[config.mk]
export PLATFORM = sky130hd
export DESIGN_NAME = cn0sma_isqrt
export DESIGN_NICKNAME = d
export VERILOG_FILES = /design/src/hdl/cn0sma_isqrt.sv
export SDC_FILE = /design/constraint.sdc
export NUM_CORES = 1
export LEC_CHECK = 0
export ABC_AREA = 1
export BUFFER_PORTS_ARGS = -buffer_cell sky130_fd_sc_hd__buf_2
export CORE_UTILIZATION = 30
export CTS_BUF_LIST = sky130_fd_sc_hd__clkbuf_4 sky130_fd_sc_hd__clkbuf_8
export DETAILED_ROUTE_END_ITERATION = 12
export PLACE_DENSITY = 0.47
export SLEW_MARGIN = 15
export SYNTH_ARGS = -nofsm -noshare
export SYNTH_HDL_FRONTEND = slang
export SYNTH_SLANG_ARGS = --single-unit
export TNS_END_PERCENT = 5
[constraint.sdc]
create_clock -name i_clk -period 5.27 [get_ports i_clk]
set_input_delay 0.527 -clock i_clk [delete_from_list [all_inputs] [get_ports i_clk]]
set_output_delay 0.527 -clock i_clk [all_outputs]
set_load 0.02 [all_outputs]
[src/hdl/cn0sma_isqrt.sv]
// Iterative integer square root, one result bit per cycle.
`default_nettype none

module cn0sma_isqrt #(
    parameter int RAD_W = 38
) (
    input  wire logic                 i_clk,
    input  wire logic                 i_rst_n,
    input  wire logic                 i_start,
    input  wire logic [RAD_W-1:0]     i_radicand,
    output logic                      o_done,
    output logic      [RAD_W/2-1:0]   o_root
);

    localparam int ROOT_W = RAD_W / 2;
    localparam int STEP_W = (ROOT_W > 1) ? $clog2(ROOT_W) : 1;

    logic [RAD_W-1:0]  r_rad;
    logic [ROOT_W+1:0] r_rem;
    logic [ROOT_W-1:0] r_root;
    logic [STEP_W-1:0] r_step;
    logic              r_run;
    logic              r_done;

    logic [ROOT_W+1:0] rem_sh;
    logic [ROOT_W+1:0] trial;
    logic              fits;

    always_comb begin
        rem_sh = {r_rem[ROOT_W-1:0], r_rad[RAD_W-1 -: 2]};
        trial  = {r_root, 2'b01};
        fits   = (rem_sh >= trial);
    end

    always_ff @(posedge i_clk) begin
        if (!i_rst_n) begin
            r_run  <= 1'b0;
            r_done <= 1'b0;
        end else begin
            r_done <= 1'b0;
            if (i_start) begin
                r_run <= 1'b1;
            end else if (r_run && (r_step == STEP_W'(ROOT_W - 1))) begin
                r_run  <= 1'b0;
                r_done <= 1'b1;
            end
        end
    end

    always_ff @(posedge i_clk) begin
        if (i_start) begin
            r_rad  <= i_radicand;
            r_rem  <= '0;
            r_root <= '0;
            r_step <= '0;
        end else if (r_run) begin
            r_rad  <= {r_rad[RAD_W-3:0], 2'b00};
            r_step <= r_step + STEP_W'(1);
            if (fits) begin
                r_rem  <= rem_sh - trial;
                r_root <= {r_root[ROOT_W-2:0], 1'b1};
            end else begin
                r_rem  <= rem_sh;
                r_root <= {r_root[ROOT_W-2:0], 1'b0};
            end
        end
    end

    assign o_done = r_done;
    assign o_root = r_root;

endmodule

`default_nettype wire

==> run summary, run 1 <==
Worst setup path
* arrival time at the worst endpoint: 2570 ps
* worst reg2reg setup slack: 2870 ps
* RR Startpoint: o_root[14]$_SDFFE_PP0P_
* critical path type: in -> reg
* length in cells of the worst reg-to-reg path: 12
* endpoint kind of the worst setup timing path: flip-flop
* Critical Path Start Type: input port
* CP required: 5390 ps
* largest fanout on the critical path: 43
* worst reg2reg path endpoint: r_rem[17]$_SDFFE_PP0P_

Clock network
* quantity of hold-fixing buffers added after cts: 0
* depth of the CTS H-tree: 3
* buffers inserted by post-CTS timing repair: 0
* cts bufs inserted: 9
* Worst-path clk slew: 80 ps
* number of buffers on the longest clock path: 2
* Resized Gates After CTS: 0
* clock tree sinks: 83
* root buffer cell: sky130_fd_sc_hd__clkbuf_8
* clock tree from TritonCTS: yes
* Worst-Skew Late Latency: 370 ps

Global routing
* wire length of the first global-routing pass: 19100 µm
* vias in the first global route: 3986
* pin count of the biggest net entering global routing: 61
* grt total ovfl: 0
* overall track demand over capacity in global routing: 15.2%
* antenna violations before repair: 0

Die
* cell row count: 45
* overall die width: 127 µm
* IO Count: 61
* Initial Utilization: 30.7%
* total core area: 15200 µm²
* area enclosed by the die boundary: 16000 µm²
* height of the die: 127 µm

Synthesis
* Post-synth ARST share: 0%
* sequential element share of the synthesized area: 43.8%
* dominant cell by count in the synthesized netlist: sky130_fd_sc_hd__nand2_1
* post-synth top area cell: sky130_fd_sc_hd__edfxtp_1
* number of enable-type register cells in the synthesized netlist: 38
* number of synthesized register bits: 83
* number of standard cells after synthesis: 642
* Avg Inst Size Synth: 7.26 µm²
* count of yosys warnings during synthesis: 0
* top-area cell type share of the netlist area: 24.5%
* leading cell types by total area after synthesis: sky130_fd_sc_hd__edfxtp_1 24%, sky130_fd_sc_hd__nand2_1 23%, sky130_fd_sc_hd__dfxtp_1 19%
* Primary FF master, synth: sky130_fd_sc_hd__dfxtp_1
* number of distinct library cell variants in the gate-level netlist after synthesis: 33
* Synth Net Count: 706
* most instantiated cells after synthesis: 285 x sky130_fd_sc_hd__nand2_1, 76 x sky130_fd_sc_hd__inv_1, 45 x sky130_fd_sc_hd__dfxtp_1, 45 x sky130_fd_sc_hd__nand3_1, 38 x sky130_fd_sc_hd__edfxtp_1
* synthesized area: 4660 µm²

Final layout
* post-layout instance count excluding filler cells: 889
* final net count: 760
* post-route core utilization: 35.4%
* fraction of final layout cells sized beyond drive strength 1: 14.1%
* diodes inserted: 0
* Syn-to-layout area delta: 15.4%

Routing
* drt pass-1 iters: 4
* final routed wirelength across all metal layers: 11400 µm
* Iter 0 DRT Violations: 236
* detail-routed via count per cell: 4.61
* remaining antenna violation count after routing: 0
* DR DRC count: 0
* DR vias: 4095
* routed length per placed instance: 12.9 µm

Power and ir drop
* PD cells: 644 nW/µm²
* leakage: 2.77 nW
* Max VDD drop: 0.000215 V

Min path
* type of the tightest min-delay check: in -> reg
* terminating pin of the worst hold path: o_done$_SDFF_PP0_
* hold path depth: 3
* worst hold path startpoint: i_rst_n

Placement
* Port-buffer cells: 60
* HPWL reported at the end of detailed placement: 8360 µm
* final weighted congestion of routability-driven global placement: 0.851
* total instance count after detailed placement: 873

STA
* Setup violations, final: 0
* slew at the pin closest to its max-slew limit: 1050 ps
* worst slew margin relative to its limit: 29.4%
* unrepaired setup endpoints after global routing: no
* Total Neg Setup Slack: 0 ps
* setup clock skew after layout: 10.3 ps
* hold violation total from the final report: 0
* post-route minimum period: 2450 ps
* number of pins exceeding their max-slew limit in the final report: 0
* share of the cycle needed by the critical path after routing: 46.5%
* f_max: 408 MHz

Run
* number of maximum-capacitance violations: 0

Status
* status: finished clean

[worst max path at each step]
stage	cells after the start	endpoint	startpoint	slack, ps
6_report	4	r_rad[24]$_DFFE_PP_	i_start	2820
5_1_grt	4	r_rad[7]$_DFFE_PP_	i_start	2510
4_1_cts	12	r_rem[17]$_SDFFE_PP0P_	o_root[14]$_SDFFE_PP0P_	2850
3_5_place_dp	4	r_rad[14]$_DFFE_PP_	i_start	2650
3_3_place_gp	4	r_rad[14]$_DFFE_PP_	i_start	2690
2_1_floorplan	4	r_rad[0]$_SDFFCE_PN0P_	i_start	2630
[worst max-delay path, cell delays in order]
cell,delay (ps)
sky130_fd_sc_hd__buf_2,580
sky130_fd_sc_hd__clkinv_1,1080
sky130_fd_sc_hd__nand2_1,280
sky130_fd_sc_hd__nand2_1,80
[stage by stage]
stage	power (mW)	setup WS (ps)	hold WS (ps)	area, µm²
CTS	3.50	2850	366	5380
detailed placement	2.89	2650	457	5120
finish	3.46	2820	394	5380
global route	3.81	2510	384	5380
floorplan	2.50	2630	423	4660
global placement	2.90	2690	453	5120
[cell type report]
class,count,area (µm²)
clock inverter,4,95.1
inverter,83,312
clock buffer,12,165
multi-input combinational,457,2210
fill,1693,9820
sequential,83,2040
tap,188,235
timing repair buffer,62,315
[routing by layer]
metal / vias up / share of wire, % / global-route usage, %
met2: 93 / 44 / 23.5
met5: - / 0 / 0
li1: 2144 / - / -
met1: 1837 / 50 / 19.9
met4: 0 / 2.7 / 7.80
met3: 21 / 4.1 / 3.50
[cells in the final DEF, fill, tap and decap left out, types with 12 or more instances in the layout]
cell / instances
sky130_fd_sc_hd__a21oi_1: 12
sky130_fd_sc_hd__buf_2: 60
sky130_fd_sc_hd__clkbuf_8: 12
sky130_fd_sc_hd__dfxtp_1: 45
sky130_fd_sc_hd__edfxtp_1: 38
sky130_fd_sc_hd__ha_1: 23
sky130_fd_sc_hd__inv_1: 74
sky130_fd_sc_hd__nand2_1: 285
sky130_fd_sc_hd__nand3_1: 45
sky130_fd_sc_hd__nor2_1: 24
sky130_fd_sc_hd__o22ai_1: 19
[where the power goes]
group / internal (mW) / total (mW) / switching, mW
registers: 0.770 / 0.823 / 0.0536
clock network: 0.353 / 0.590 / 0.237
logic: 0.683 / 2.05 / 1.37
[state kept, by name, indices dropped and copies added, names as in the netlist]
signal / count
r_step: 5
o_done: 1
r_rad: 38
r_rem: 19
r_run: 1
o_root: 19
[kinds of logic after synthesis]
kind of cell               count (synthesis)  synth area share, %
DFF                                       83                 43.8
and+or+nand+nor                          380                 33.9
adders and majority gates                 23                 6.18
buffers and inverters                    102                 8.67
AOI/OAI and AO/OA                         46                 5.91
xor gates and xnor gates                   8                 1.50
No activity file was read; power rests on OpenSTA's default activity.
==> inputs of run 2 (changes only) <==
--- a/config.mk
+++ b/config.mk
@@ -5,7 +5,7 @@
 export SDC_FILE = /design/constraint.sdc
 export NUM_CORES = 1
 export LEC_CHECK = 0
-export ABC_AREA = 1
+export ABC_AREA = 0
 export BUFFER_PORTS_ARGS = -buffer_cell sky130_fd_sc_hd__buf_2
 export CORE_UTILIZATION = 30
 export CTS_BUF_LIST = sky130_fd_sc_hd__clkbuf_4 sky130_fd_sc_hd__clkbuf_8
==> constraint.sdc (replaced) <==
create_clock -name i_clk -period 2.5 [get_ports i_clk]
set_input_delay 0.25 -clock i_clk [delete_from_list [all_inputs] [get_ports i_clk]]
set_output_delay 0.25 -clock i_clk [all_outputs]
set_load 0.02 [all_outputs]
==> run summary, run 2 <==
Placement
* final weighted congestion of routability-driven global placement: 0.853
* HPWL reported at the end of detailed placement: 7110 µm
* instance area at placement: 5140 µm²
* total instance count after detailed placement: 681
* Port-buffer cells: 60

Clock network
* root buffer cell: sky130_fd_sc_hd__clkbuf_8
* Worst-Skew Late Latency: 370 ps
* cts bufs inserted: 9
* Worst-path clk slew: 80 ps
* quantity of hold-fixing buffers added after cts: 0
* number of buffers on the longest clock path: 2
* clock tree from TritonCTS: yes
* depth of the CTS H-tree: 3
* clock tree sinks: 83

Power and ir drop
* switching component of the power: 2.58 mW
* switching share of power: 38.7%
* Combinational Power Share: 59.1%
* Max VDD drop: 0.000602 V
* P_int: 4.08 mW
* sequential group share of total power: 26.1%
* post-layout power: 6.66 mW
* clock network fraction of total power: 14.8%
* PD cells: 1200 nW/µm²
* leakage: 2.28 nW

Routing
* remaining antenna violation count after routing: 0
* DR DRC count: 0
* routed length per placed instance: 14.6 µm
* drt pass-1 iters: 4
* Iter 0 DRT Violations: 165
* detail-routed via count per cell: 4.85
* DR vias: 3416
* final routed wirelength across all metal layers: 10300 µm

Synthesis
* number of standard cells after synthesis: 419
* top-area cell type share of the netlist area: 26.1%
* Post-synth ARST share: 0%
* leading cell types by total area after synthesis: sky130_fd_sc_hd__edfxtp_1 26%, sky130_fd_sc_hd__dfxtp_1 21%, sky130_fd_sc_hd__mux2_2 9.3%
* count of yosys warnings during synthesis: 0
* post-synth top area cell: sky130_fd_sc_hd__edfxtp_1
* Avg Inst Size Synth: 10.4 µm²
* synthesized area: 4380 µm²
* dominant cell by count in the synthesized netlist: sky130_fd_sc_hd__dfxtp_1
* number of synthesized register bits: 83
* most instantiated cells after synthesis: 45 x sky130_fd_sc_hd__dfxtp_1, 44 x sky130_fd_sc_hd__nor2_1, 38 x sky130_fd_sc_hd__edfxtp_1
* number of distinct library cell variants in the gate-level netlist after synthesis: 51
* number of enable-type register cells in the synthesized netlist: 38
* sequential element share of the synthesized area: 46.7%
* Primary FF master, synth: sky130_fd_sc_hd__dfxtp_1
* Synth Net Count: 483

STA
* Setup violations, final: 0
* post-route minimum period: 2430 ps
* share of the cycle needed by the critical path after routing: 97.1%
* worst slew margin relative to its limit: 22.0%
* f_max: 412 MHz
* hold violation total from the final report: 0
* slew at the pin closest to its max-slew limit: 1170 ps
* setup clock skew after layout: 7.06 ps
* number of pins exceeding their max-slew limit in the final report: 0
* unrepaired setup endpoints after global routing: yes

Worst setup path
* largest fanout on the critical path: 3
* Critical Path Start Type: flip-flop
* slowest cell on the critical path: sky130_fd_sc_hd__dfxtp_1
* arrival time at the worst endpoint: 2710 ps
* Largest stage delay, worst path: 400 ps
* critical path type: reg -> reg
* CP required: 2780 ps
* CP Cell Sequence: ha_4, a21o_1, a211o_1, or3_4, o22ai_4, a21o_1, buf_6, buf_6, nand2_2, a311oi_1
* endpoint kind of the worst setup timing path: flip-flop

Final layout
* commonest non-fill, non-tap cells in the layout: 60 x sky130_fd_sc_hd__buf_2, 44 x sky130_fd_sc_hd__nor2_1, 41 x sky130_fd_sc_hd__dfxtp_1, 41 x sky130_fd_sc_hd__buf_4, 38 x sky130_fd_sc_hd__edfxtp_1
* post-layout instance count excluding filler cells: 704
* post-route core utilization: 39.5%
* register bank with the most flops: r_rad
* max FFs per register: 38
* most frequent standard cell in the layout excluding fill and tap cells: sky130_fd_sc_hd__buf_2
* fraction of final layout cells sized beyond drive strength 1: 36.8%
* final net count: 583
* final instance area: 5550 µm²
* Syn-to-layout area delta: 26.9%
* diodes inserted: 0

Global routing
* antenna violations before repair: 0
* wire length of the first global-routing pass: 17100 µm
* grt total ovfl: 0
* vias in the first global route: 3542
* overall track demand over capacity in global routing: 14.9%
* pin count of the biggest net entering global routing: 73

Run
* number of maximum-capacitance violations: 0

Die
* height of the die: 123 µm
* overall die width: 123 µm
* Initial Utilization: 31.2%
* area enclosed by the die boundary: 15100 µm²
* total core area: 14000 µm²
* cell row count: 43
* IO Count: 61

Status
* status: finished clean

Min path
* type of the tightest min-delay check: in -> reg

==> run 2: changes by cell type in the layout (fill, tap and decap cells not counted), sizes merged, moves of 17 or more <==
cell,delta
nand2,-258
mux2,+36
mux2i,+20
buf,+46
inv,-53
nand3,-36
o22ai,-17
==> run 2: path summary, 6_finish.rpt <==
path / start / end / slack, ps / cells after the start
worst max-delay path: r_rem[6]$_SDFFE_PP0P_ / r_rem[9]$_SDFFE_PP0P_ / 70 / 10
worst min-delay path: i_rst_n / r_run$_SDFFE_PN0P_ / 110 / 3
worst max register to register: r_rem[6]$_SDFFE_PP0P_ / r_rem[9]$_SDFFE_PP0P_ / 70 / 10
worst min register to register: r_rem[18]$_SDFFE_PP0P_ / r_rem[18]$_SDFFE_PP0P_ / 490 / 2
==> run 2: metrics by stage <==
step | hold slack, ps | TNS, ps | worst slack (ps)
2_1_floorplan | 386 | 0 | 24.4
3_3_place_gp | 463 | 0 | 55.3
3_5_place_dp | 465 | -20.2 | -15.0
4_1_cts | 82.7 | 0 | 17.5
5_1_grt | 134 | -125 | -33.1
6_report | 108 | 0 | 73.0
==> run 2: layer usage <==
metal / vias to the layer above / share of wire, % / global-route usage (%)
met5: - / 0 / 0
li1: 1711 / - / -
met1: 1629 / 45 / 18.4
met3: 11 / 5.7 / 5.02
met2: 65 / 48 / 24.1
met4: 0 / 1.5 / 5.34
==> run 2: cell type report <==
cell class | count | area [µm²]
clock buffer | 11 | 139
clock inverter | 5 | 55.1
fill | 1403 | 8490
inverter | 28 | 105
multi-input combinational | 289 | 2280
sequential | 83 | 2050
tap | 180 | 225
timing repair buffer | 108 | 696
==> run 2: timing repair <==
| item | 4_1_cts | 5_1_grt |
|---|---|---|
| pin swaps | 1 | 8 |
| gates cloned | 0 | 0 |
| endpoints found under the setup margin | 4 | 17 |
| setup buffers | 0 | 7 |
| gates resized for setup | 1 | 31 |
| endpoints found under the hold margin | 0 | 0 |
==> run 2: worst max-delay path, delay by kind of cell (launching register included) <==
family,cells,cell delay (ps)
and+or+nand+nor,2,420
adders and majority gates,1,220
AOI/OAI and AO/OA,5,1090
buffers and inverters,2,200
DFF,1,400
==> run 2: cell families after synthesis <==
logic type / share of synthesized area [%]
adders and majority gates: 6.58
AOI/OAI and AO/OA: 13.7
DFF: 46.7
muxes: 13.8
and+or+nand+nor: 11.5
xor gates and xnor gates: 3.40
buffers and inverters: 4.32
==> run 2: power groups by stage <==
stage          Sequential [mW]  Clock, mW  Combinational, mW
6_report                  1.74      0.983               3.94
4_1_cts                   1.73       1.03               3.48
5_1_grt                   1.77       1.08               4.33
3_5_place_dp              1.76          0               3.45
3_3_place_gp              1.76          0               3.45
2_1_floorplan             1.73          0               2.29
