**config.mk**
```make
export PLATFORM = sky130hd
export DESIGN_NAME = cn0sma_div
export DESIGN_NICKNAME = d
export VERILOG_FILES = /design/src/hdl/cn0sma_div.sv
export SDC_FILE = /design/constraint.sdc
export NUM_CORES = 1
export LEC_CHECK = 0
export ABC_AREA = 1
export BUFFER_PORTS_ARGS = -buffer_cell sky130_fd_sc_hd__buf_2
export CAP_MARGIN = 10
export CELL_PAD_IN_SITES_DETAIL_PLACEMENT = 1
export CELL_PAD_IN_SITES_GLOBAL_PLACEMENT = 1
export CORE_ASPECT_RATIO = 0.75
export CORE_MARGIN = 8
export CORE_UTILIZATION = 25
export CTS_CLUSTER_DIAMETER = 60
export DETAILED_ROUTE_END_ITERATION = 10
export PLACE_DENSITY = 0.65
export SYNTH_ARGS = -nofsm -noshare
export SYNTH_HDL_FRONTEND = slang
export SYNTH_SLANG_ARGS = --single-unit
export TNS_END_PERCENT = 5
```
**constraint.sdc**
```tcl
create_clock -name i_clk -period 5.1 [get_ports i_clk]
set_input_delay 0.255 -clock i_clk [delete_from_list [all_inputs] [get_ports i_clk]]
set_output_delay 0.255 -clock i_clk [all_outputs]
set_load 0.02 [all_outputs]
```
**src/hdl/cn0sma_div.sv**
```systemverilog
// Iterative restoring divider, one quotient bit per cycle.
`default_nettype none

module cn0sma_div #(
    parameter int NUM_W = 24,
    parameter int DEN_W = 10
) (
    input  wire logic              i_clk,
    input  wire logic              i_rst_n,
    input  wire logic              i_start,
    input  wire logic [NUM_W-1:0]  i_num,
    input  wire logic [DEN_W-1:0]  i_den,
    output logic                   o_done,
    output logic      [NUM_W-1:0]  o_quot
);

    localparam int STEP_W = (NUM_W > 1) ? $clog2(NUM_W) : 1;

    logic [NUM_W-1:0]  r_quo;
    logic [DEN_W-1:0]  r_rem;
    logic [DEN_W-1:0]  r_den;
    logic [STEP_W-1:0] r_step;
    logic              r_run;
    logic              r_done;

    logic [DEN_W:0]    rem_sh;
    logic              fits;

    always_comb begin
        rem_sh = {r_rem, r_quo[NUM_W-1]};
        fits   = (rem_sh >= {1'b0, r_den});
    end

    always_ff @(posedge i_clk) begin
        if (!i_rst_n) begin
            r_run  <= 1'b0;
            r_done <= 1'b0;
        end else begin
            r_done <= 1'b0;
            if (i_start) begin
                r_run <= 1'b1;
            end else if (r_run && (r_step == STEP_W'(NUM_W - 1))) begin
                r_run  <= 1'b0;
                r_done <= 1'b1;
            end
        end
    end

    always_ff @(posedge i_clk) begin
        if (i_start) begin
            r_quo  <= i_num;
            r_rem  <= '0;
            r_den  <= i_den;
            r_step <= '0;
        end else if (r_run) begin
            r_step <= r_step + STEP_W'(1);
            if (fits) begin
                r_rem <= DEN_W'(rem_sh - {1'b0, r_den});
                r_quo <= {r_quo[NUM_W-2:0], 1'b1};
            end else begin
                r_rem <= DEN_W'(rem_sh);
                r_quo <= {r_quo[NUM_W-2:0], 1'b0};
            end
        end
    end

    assign o_done = r_done;
    assign o_quot = r_quo;

endmodule

`default_nettype wire

```
==> results.py, run 1 <==
metrics = {
    "worst_setup_path": {
        "cp_max_fo": 13,
        "end_kind": "register",
        "crit_type": "reg2reg",
        "worstSetupStartpointType": "register",
        "worstPathRequired_ns": 5.30,
        "critPathArrivalTime_ns": 2.46,
    },
    "pwr": {
        "irDropWorstVdd_mv": 0.125,
        "power_leakage_uw": 0.00167,
        "p_sw_frac": 0.267,
        "p_seq_frac": 0.472,
        "p_int_uw": 768,
        "p_comb_frac": 0.162,
        "p_sw_uw": 279,
        "power_frac_clock": 0.366,
        "power_density_mw_per_mm2": 314,
    },
    "synthesis": {
        "synth_most_common_cell": "nand2_1",
        "ys_seq_elements": 51,
        "syn-num-nets": 382,
        "netlist_instances": 333,
        "avgSynthCellArea_um2": 8.22,
        "synth-edff-count": 34,
        "synth-seq-area-share": 0.497,
        "ys_types": 33,
        "synth_ff_type": "edfxtp_1",
        "synth_warnings": 0,
        "synthesis.area_mm2": 0.00274,
        "yosysTopAreaCellShare": 0.373,
        "synthTopCellsByCount": "138 x nand2_1, 42 x inv_1, 34 x edfxtp_1",
        "synthArstFlopShare": 0,
        "yosys-top-cells-area": "edfxtp_1 37%, nand2_1 19%, dfxtp_1 12%",
        "synth_top_area_cell": "edfxtp_1",
    },
    "clock_network": {
        "post-cts-setup-buffers": 0,
        "root_buffer": "clkbuf_16",
        "hold_buffers": 0,
        "cts_resized": 0,
        "clk_pin_slew_ns": 0.07,
        "insertion_delay_ns": 0.29,
        "cts_made_buffers": 5,
        "clockBufferDepth": 2,
        "clock-sinks": 51,
        "cts_tree": "built",
        "h-tree-depth": 2,
    },
    "sta": {
        "slew_violations": 0,
        "worst_pin_slew_ns": 1.13,
        "slew_headroom": 0.247,
        "setup_violations": 0,
        "rsz0062_at_grt": "false",
        "hold_violations": 0,
        "fmax_mhz": 443,
        "holdWs_ns": 0.138,
        "fin_crit_ns": 2.26,
        "finalCritPeriodShare": 0.443,
        "finalClockSkew_ns": 0.00250,
        "finalSetupTns_ns": 0,
    },
    "global_route": {
        "grt_use_total": 0.106,
        "antenna_found_initial": 0,
        "top_usage_layer": "met2",
        "grt.met1_usage": 0.139,
        "grt_pass1_vias": 2479,
        "use_met2": 0.173,
        "grt_overflow": 0,
        "grt_pass1_wl_um": 12400,
        "grt_start_max_net_pins": 31,
        "met3_usage": 0.0318,
    },
    "placement": {
        "dp_cells": 527,
        "dp_hpwl_um": 5840,
        "gp_congestion": 0.757,
        "portBuffers": 61,
        "placed_cell_area_mm2": 0.00317,
    },
    "die": {
        "dieArea_mm2": 0.0146,
        "initial_core_util": 0.253,
        "row_count": 33,
        "die_h_um": 107,
        "core_mm2": 0.0108,
        "io_pins": 62,
        "die_w_um": 137,
    },
    "drt": {
        "ant_nets": 0,
        "drt_iter0_markers": 110,
        "vias": 2308,
        "drc": 0,
        "dr.pass1.iters": 4,
        "avgViaCountPerCell": 4.31,
        "wl_per_cell_um": 14.0,
        "wl_um": 7500,
    },
    "layout": {
        "diodes": 0,
        "drive_gt1_frac": 0.213,
        "instances_no_fill": 535,
        "nets": 443,
        "stdcell_area_mm2": 0.00333,
        "fin_util": 0.308,
        "area_growth_syn_to_layout_pct": 21.8,
    },
    "run": {
        "maxCapViolCount": 0,
    },
    "worst_hold_path": {
        "hold_path.class": "in2reg",
    },
    "run_status": {
        "outcome": "finished, final reports clean",
    },
}
## power by group through the flow
stage | logic (µW) | registers [µW] | clock network (µW)
finish | 169 | 495 | 383
global route | 191 | 499 | 410
CTS | 173 | 495 | 396
detailed placement | 172 | 504 | 0
global placement | 168 | 503 | 0
floorplan | 86.0 | 525 | 0
## layer usage
layer	up-vias	routed length [µm]
li1	1182	-
met1	1086	3590
met2	35	3480
met3	5	391
met4	0	34
met5	-	0
## state kept, by name (all words and copies together) (netlist names)
signal,cells
r_rem,10
r_den,10
r_step,5
o_done,1
o_quot,24
r_run,1
## metrics by stage
| stage | setup WS [ns] | total power (µW) |
|---|---|---|
| CTS | 2.86 | 1060 |
| global placement | 2.72 | 670 |
| global route | 2.63 | 1100 |
| detailed placement | 2.66 | 676 |
| finish | 2.84 | 1050 |
| floorplan | 3.20 | 611 |
## worst paths after layout
path / start / to / slack [ns] / cells past startpoint
max reg2reg: r_rem[1]$_SDFFE_PP0P_ / r_rem[3]$_SDFFE_PP0P_ / 2.84 / 10
min reg2reg: r_rem[6]$_SDFFE_PP0P_ / r_rem[6]$_SDFFE_PP0P_ / 0.48 / 2
max: r_rem[1]$_SDFFE_PP0P_ / r_rem[3]$_SDFFE_PP0P_ / 2.84 / 10
min: i_den[4] / r_den[4]$_DFFE_PP_ / 0.14 / 1
## cells by family after synthesis
| logic type | after synthesis | synth area share |
|---|---|---|
| AO/OA/AOI/OAI | 19 | 0.0398 |
| flip-flops | 51 | 0.497 |
| XOR/XNOR | 3 | 0.00960 |
| adder cells (fa/ha/maj) | 12 | 0.0576 |
| AND/OR/NAND/NOR | 197 | 0.315 |
| buffers and inverters | 51 | 0.0804 |
## cell type report
| cell class | instances | area [µm²] |
|---|---|---|
| Fill cell | 1340 | 7480 |
| Sequential cell | 51 | 1360 |
| Multi-Input combinational cell | 231 | 1160 |
| Timing Repair Buffer | 62 | 313 |
| Tap cell | 140 | 175 |
| Inverter | 43 | 161 |
| Clock buffer | 6 | 129 |
| Clock inverter | 2 | 37.5 |
## worst max-delay path, cell delays in order (launching register included)
cell and delay [ns]:
dfxtp_1 0.35, ha_1 0.39, nand2_1 0.12, nor2_1 0.08, nand2_1 0.07, nor2_2 0.04, nor2_2 0.52, nand2_2 0.26
nand2_1 0.13, nand3_1 0.09, o21ai_0 0.11
## layout by cell type, fill, tap and decap left out, drive strengths merged, types with 8 or more instances in the layout
cell	Yosys	routed
buf	2	62
inv	42	42
nand3	25	25
nor2	16	16
edfxtp	34	34
ha	11	11
a21oi	8	8
dfxtp	17	17
o21ai	8	8
nand2	143	143
Note: power is estimated with default switching activity, not from simulation.
==> inputs of run 2 (changes only) <==
==> constraint.sdc (replaced) <==
create_clock -name i_clk -period 2.4 [get_ports i_clk]
set_input_delay 0.12 -clock i_clk [delete_from_list [all_inputs] [get_ports i_clk]]
set_output_delay 0.12 -clock i_clk [all_outputs]
set_load 0.02 [all_outputs]
==> run 2 against run 1 <==
Cell count grew 1.9%; first-iteration DRC count grew 1.8%; clock skew grew 0.0037 ns; hold slack lost 0.14 ns; total power grew 120%; combinational power grew 120%; critical path type unchanged; critical endpoint is now r_rem[4]$_SDFFE_PP0P_; largest power group unchanged.
==> results.py, run 2 (same netlist as run 1, synthesis figures left out) <==
metrics = {
    "run_status": {
        "outcome": "finished, final reports clean",
    },
    "die": {
        "io_pins": 62,
        "initial_core_util": 0.253,
        "row_count": 33,
        "die_w_um": 137,
        "dieArea_mm2": 0.0146,
        "core_mm2": 0.0108,
        "die_h_um": 107,
    },
    "sta": {
        "fin_crit_ns": 2.01,
        "rsz0062_at_grt": "false",
        "slew_violations": 0,
        "finalSetupTns_ns": 0,
        "slew_headroom": 0.647,
        "worst_pin_slew_ns": 0.528,
        "finalClockSkew_ns": 0.00617,
        "fmax_mhz": 497,
        "holdWs_ns": 0.00161,
        "hold_violations": 0,
        "setup_violations": 0,
        "finalCritPeriodShare": 0.838,
        "fin_ws_ns": 0.388,
    },
    "placement": {
        "dp_hpwl_um": 5840,
        "gp_congestion": 0.765,
        "place_ws_ns": 0.362,
        "portBuffers": 61,
    },
    "clock_network": {
        "root_buffer": "clkbuf_16",
        "cts_made_buffers": 5,
        "cts_tree": "built",
        "clockBufferDepth": 2,
        "insertion_delay_ns": 0.29,
        "h-tree-depth": 2,
        "clock-sinks": 51,
        "cts_resized": 0,
        "clk_pin_slew_ns": 0.07,
    },
    "worst_setup_path": {
        "worstPathRequired_ns": 2.58,
        "crit_type": "reg2reg",
        "cp_max_fo": 4,
        "end_kind": "register",
        "worstSetupStartpointType": "register",
        "critPathArrivalTime_ns": 2.20,
    },
    "drt": {
        "drc": 0,
        "drt_iter0_markers": 112,
        "wl_per_cell_um": 14.0,
        "dr.pass1.iters": 4,
        "vias": 2381,
        "avgViaCountPerCell": 4.37,
        "wl_um": 7640,
        "ant_nets": 0,
    },
    "layout": {
        "layout_common_cells": "138 x nand2_1, 61 x buf_2, 42 x inv_1, 34 x edfxtp_1, 21 x nand3_1",
        "nets": 453,
        "mostFrequentLayoutCell": "nand2_1",
        "diodes": 0,
        "drive_gt1_frac": 0.220,
        "area_growth_syn_to_layout_pct": 25.1,
        "fillers": 1332,
        "largest_reg_flops": 24,
    },
    "pwr": {
        "irDropWorstVdd_mv": 0.274,
        "power_density_mw_per_mm2": 658,
        "power_leakage_uw": 0.00172,
    },
    "global_route": {
        "grt_start_max_net_pins": 40,
        "grt_pass1_wl_um": 12500,
        "grt_use_total": 0.107,
        "antenna_found_initial": 0,
        "grt_pass1_vias": 2570,
        "grt_overflow": 0,
    },
    "run": {
        "maxCapViolCount": 0,
    },
    "worst_hold_path": {
        "hold_path.class": "in2reg",
    },
}
-- run 2: power breakdown --
| part | total [µW] | internal (µW) | switching (µW) | leakage, µW |
|---|---|---|---|---|
| clock | 830 | 493 | 338 | 0.0000838 |
| combinational | 376 | 135 | 241 | 0.00116 |
| sequential | 1050 | 1010 | 34.1 | 0.000482 |
| total | 2250 | 1640 | 613 | 0.00172 |
-- run 2: final timing paths --
path                               from                    end  slack, ns  cells past startpoint
setup / recovery   o_quot[23]$_DFFE_PP_  r_rem[4]$_SDFFE_PP0P_       0.39                     11
hold / removal                 i_den[5]     r_den[5]$_DFFE_PP_      0.002                      1
setup reg to reg   o_quot[23]$_DFFE_PP_  r_rem[4]$_SDFFE_PP0P_       0.39                     11
hold reg to reg   r_rem[6]$_SDFFE_PP0P_  r_rem[6]$_SDFFE_PP0P_       0.49                      2
-- run 2: what timing repair did --
item,4_1_cts,5_1_grt
hold endpoints to repair,5,1
hold buffers,5,1
setup buffers,0,0
-- run 2: routing by layer --
layer	GRT usage	wire (µm)
met5	0	0
met3	0.0299	341
met1	0.135	3680
met2	0.182	3580
met4	0.0162	27
-- run 2: metrics by stage --
stage	power (µW)	cells	instance area, µm²	utilization
floorplan	1300	333	2740	-
global placement	1430	531	3200	0.296
detailed placement	1440	531	3200	0.296
CTS	2290	544	3420	0.316
global route	2360	545	3430	0.317
finish	2250	545	3430	0.317
-- run 2: critical path: stages, from the launching register on --
cell and delay [ns]:
edfxtp_1 0.38, inv_1 0.11, ha_1 0.15, inv_1 0.09, fa_1 0.44, inv_1 0.09
nor2_1 0.05, nor2_1 0.20, xor2_1 0.17, nand2_1 0.07, nand3_1 0.09, o21ai_2 0.06
-- run 2: area by class of cell --
class,count,area (µm²),area share
sequential,51,1360,0.397
multi-input combinational,231,1160,0.337
timing repair buffer,72,403,0.118
tap,140,175,0.0511
inverter,43,161,0.0471
clock buffer,5,125,0.0365
clock inverter,3,43.8,0.0128
==> inputs of run 3 (changes only) <==
--- a/config.mk
+++ b/config.mk
@@ -5,7 +5,7 @@
 export SDC_FILE = /design/constraint.sdc
 export NUM_CORES = 1
 export LEC_CHECK = 0
-export ABC_AREA = 1
+export ABC_AREA = 0
 export BUFFER_PORTS_ARGS = -buffer_cell sky130_fd_sc_hd__buf_2
 export CAP_MARGIN = 10
 export CELL_PAD_IN_SITES_DETAIL_PLACEMENT = 1
==> constraint.sdc (replaced) <==
create_clock -name i_clk -period 1.75 [get_ports i_clk]
set_input_delay 0.0875 -clock i_clk [delete_from_list [all_inputs] [get_ports i_clk]]
set_output_delay 0.0875 -clock i_clk [all_outputs]
set_load 0.02 [all_outputs]
==> run 3 against run 2 <==
The flow now finishes with violations (setup timing); synthesized cell count decreased by 36%; first-iteration DRC count decreased by 55%; synthesized area decreased by 8.0%; sequential cell count unchanged; sequential power increased by 39%; largest cell class unchanged.
==> results.py, run 3 <==
metrics = {
    "run_status": {
        "outcome": "finished with violations",
        "violations": "setup timing",
    },
    "die": {
        "row_count": 31,
        "core_mm2": 0.00974,
        "dieArea_mm2": 0.0136,
        "initial_core_util": 0.259,
        "io_pins": 62,
        "die_h_um": 103,
        "die_w_um": 132,
    },
    "placement": {
        "placed_cell_area_mm2": 0.00326,
        "place_ws_ns": -0.346,
        "dp_hpwl_um": 5170,
        "gp_congestion": 0.781,
        "dp_cells": 435,
        "portBuffers": 61,
    },
    "layout": {
        "area_growth_syn_to_layout_pct": 45.9,
        "instances_no_fill": 456,
        "nets": 372,
        "fillers": 1074,
        "mostFrequentLayoutCell": "buf_2",
        "fin_util": 0.378,
        "largest_reg_flops": 24,
        "layout_common_cells": "61 x buf_2, 37 x buf_4, 34 x edfxtp_1, 23 x mux2_2, 17 x dfxtp_1",
        "drive_gt1_frac": 0.472,
        "stdcell_area_mm2": 0.00368,
        "diodes": 0,
    },
    "synthesis": {
        "synth_warnings": 0,
        "yosysTopAreaCellShare": 0.405,
        "ys_seq_elements": 51,
        "synth-seq-area-share": 0.540,
        "synthArstFlopShare": 0,
        "synth_most_common_cell": "edfxtp_1",
        "synthTopCellsByCount": "34 x edfxtp_1, 23 x mux2_2, 17 x dfxtp_1",
        "synth-edff-count": 34,
        "synth_ff_type": "edfxtp_1",
        "synth_top_area_cell": "edfxtp_1",
        "netlist_instances": 213,
        "syn-num-nets": 262,
        "yosys-top-cells-area": "edfxtp_1 41%, dfxtp_1 14%, mux2_2 10%",
        "synthesis.area_mm2": 0.00252,
        "avgSynthCellArea_um2": 11.8,
        "ys_types": 44,
    },
    "clock_network": {
        "clockBufferDepth": 2,
        "root_buffer": "clkbuf_16",
        "cts_tree": "built",
        "cts_made_buffers": 5,
        "clk_pin_slew_ns": 0.07,
        "insertion_delay_ns": 0.29,
        "h-tree-depth": 2,
        "clock-sinks": 51,
    },
    "drt": {
        "avgViaCountPerCell": 4.44,
        "dr.pass1.iters": 4,
        "ant_nets": 0,
        "drt_iter0_markers": 50,
        "vias": 2025,
        "drc": 0,
        "wl_per_cell_um": 15.0,
        "wl_um": 6850,
    },
    "global_route": {
        "antenna_found_initial": 0,
        "grt_use_total": 0.0999,
        "grt_overflow": 0,
        "grt_pass1_vias": 2103,
        "grt_start_max_net_pins": 25,
        "grt_pass1_wl_um": 11000,
    },
    "sta": {
        "rsz0062_at_grt": "true",
        "worst_pin_slew_ns": 0.484,
        "fmax_mhz": 501,
        "fin_ws_ns": -0.248,
        "setup_violations": 11,
        "fin_crit_ns": 2.00,
        "slew_violations": 0,
        "finalClockSkew_ns": 0.0102,
        "slew_headroom": 0.677,
        "holdWs_ns": 0.0503,
        "finalCritPeriodShare": 1.14,
        "hold_violations": 0,
    },
    "worst_setup_path": {
        "slowest_delay_ns": 0.43,
        "worst_path_max_delay_cell": "or3_4",
        "end_kind": "register",
        "cp_top_family": "simple AND/OR/NAND/NOR gates",
        "crit_chain": "inv_1 -> ha_4 -> nand4_1 -> or3_4 -> and2_4 -> a211o_1 -> a311oi_1",
        "worstPathRequired_ns": 1.95,
        "worstSetupStartpointType": "register",
        "rr_worst_depth": 7,
        "cp_num_cells": 7,
        "cp_max_fo": 6,
        "crit_type": "reg2reg",
        "crit_buf_inv": 1,
        "critPathArrivalTime_ns": 2.20,
    },
    "pwr": {
        "irDropWorstVdd_mv": 0.582,
        "power_density_mw_per_mm2": 905,
        "power_leakage_uw": 0.00154,
    },
    "run": {
        "maxCapViolCount": 0,
    },
    "worst_hold_path": {
        "hold_path.class": "in2reg",
        "whs_path_depth": 3,
    },
}
==> run 3: changes by cell type after synthesis, moves of 5 or more <==
cell	before	now
nand3_1	21	9
nand2_1	138	8
xor2_1	2	7
inv_1	42	15
mux2_2	0	23
==> run 3: metrics by stage <==
stage / setup TNS (ns) / power (µW)
floorplan: -2.06 / 1860
global placement: -2.46 / 2140
detailed placement: -2.72 / 2160
CTS: -1.94 / 3360
global route: -2.72 / 3500
finish: -1.78 / 3330
==> run 3: final timing paths <==
kind / endpoint / slack, ns / start
max: r_rem[5]$_SDFFE_PP0P_ / -0.25 / r_den[6]$_DFFE_PP_
min reg2reg: o_done$_SDFF_PP0_ / 0.53 / r_step[4]$_SDFFE_PP0P_
max reg2reg: r_rem[5]$_SDFFE_PP0P_ / -0.25 / r_den[6]$_DFFE_PP_
min: r_run$_SDFFE_PN0P_ / 0.05 / i_rst_n
==> run 3: cells by family (layout without fill, tap and decap cells) <==
family / Yosys count / after routing / share of synthesized area
AND/OR/NAND/NOR: 52 / 53 / 0.105
adder cells (fa/ha/maj): 12 / 12 / 0.0626
flip-flops: 51 / 51 / 0.540
multiplexers: 25 / 25 / 0.111
AO/OA/AOI/OAI: 40 / 40 / 0.111
buffers and inverters: 24 / 134 / 0.0392
XOR/XNOR: 9 / 9 / 0.0313
==> run 3: worst min-delay path, stage by stage <==
cell and delay, ns:
buf_2 0.07, inv_1 0.05, nor2_1 0.09
==> run 3: cell type report <==
class	instances	area [µm²]	share of cell area
flip-flops and latches	51	1360	0.370
multi-input cells	139	1200	0.326
clock inverters	3	43.8	0.0119
well taps	132	165	0.0449
inverters	15	56.3	0.0153
clock buffers	5	125	0.0340
repair buffers	111	726	0.197
==> run 3: routing by layer <==
layer	vias up	part of all wire	GRT usage
met5	-	0	0
met4	0	0.011	0.0317
met3	5	0.036	0.0204
met2	34	0.47	0.162
met1	975	0.48	0.132
li1	1011	-	-
==> run 3: report_power, final <==
| group | leakage, µW | internal [µW] | switching, µW |
|---|---|---|---|
| Clock | 0.0000838 | 675 | 440 |
| Combinational | 0.000981 | 374 | 376 |
| Sequential | 0.000479 | 1400 | 58.5 |
| Total | 0.00154 | 2450 | 875 |
==> run 3: repair_timing <==
action / in CTS / in global routing
pin swaps: 4 / 10
buffers inserted: 1 / 1
hold buffers: 10 / 0
endpoints found under the hold margin: 10 / 0
cloned: 1 / 0
gates resized for setup: 13 / 8
setup endpoints to repair: 11 / 11
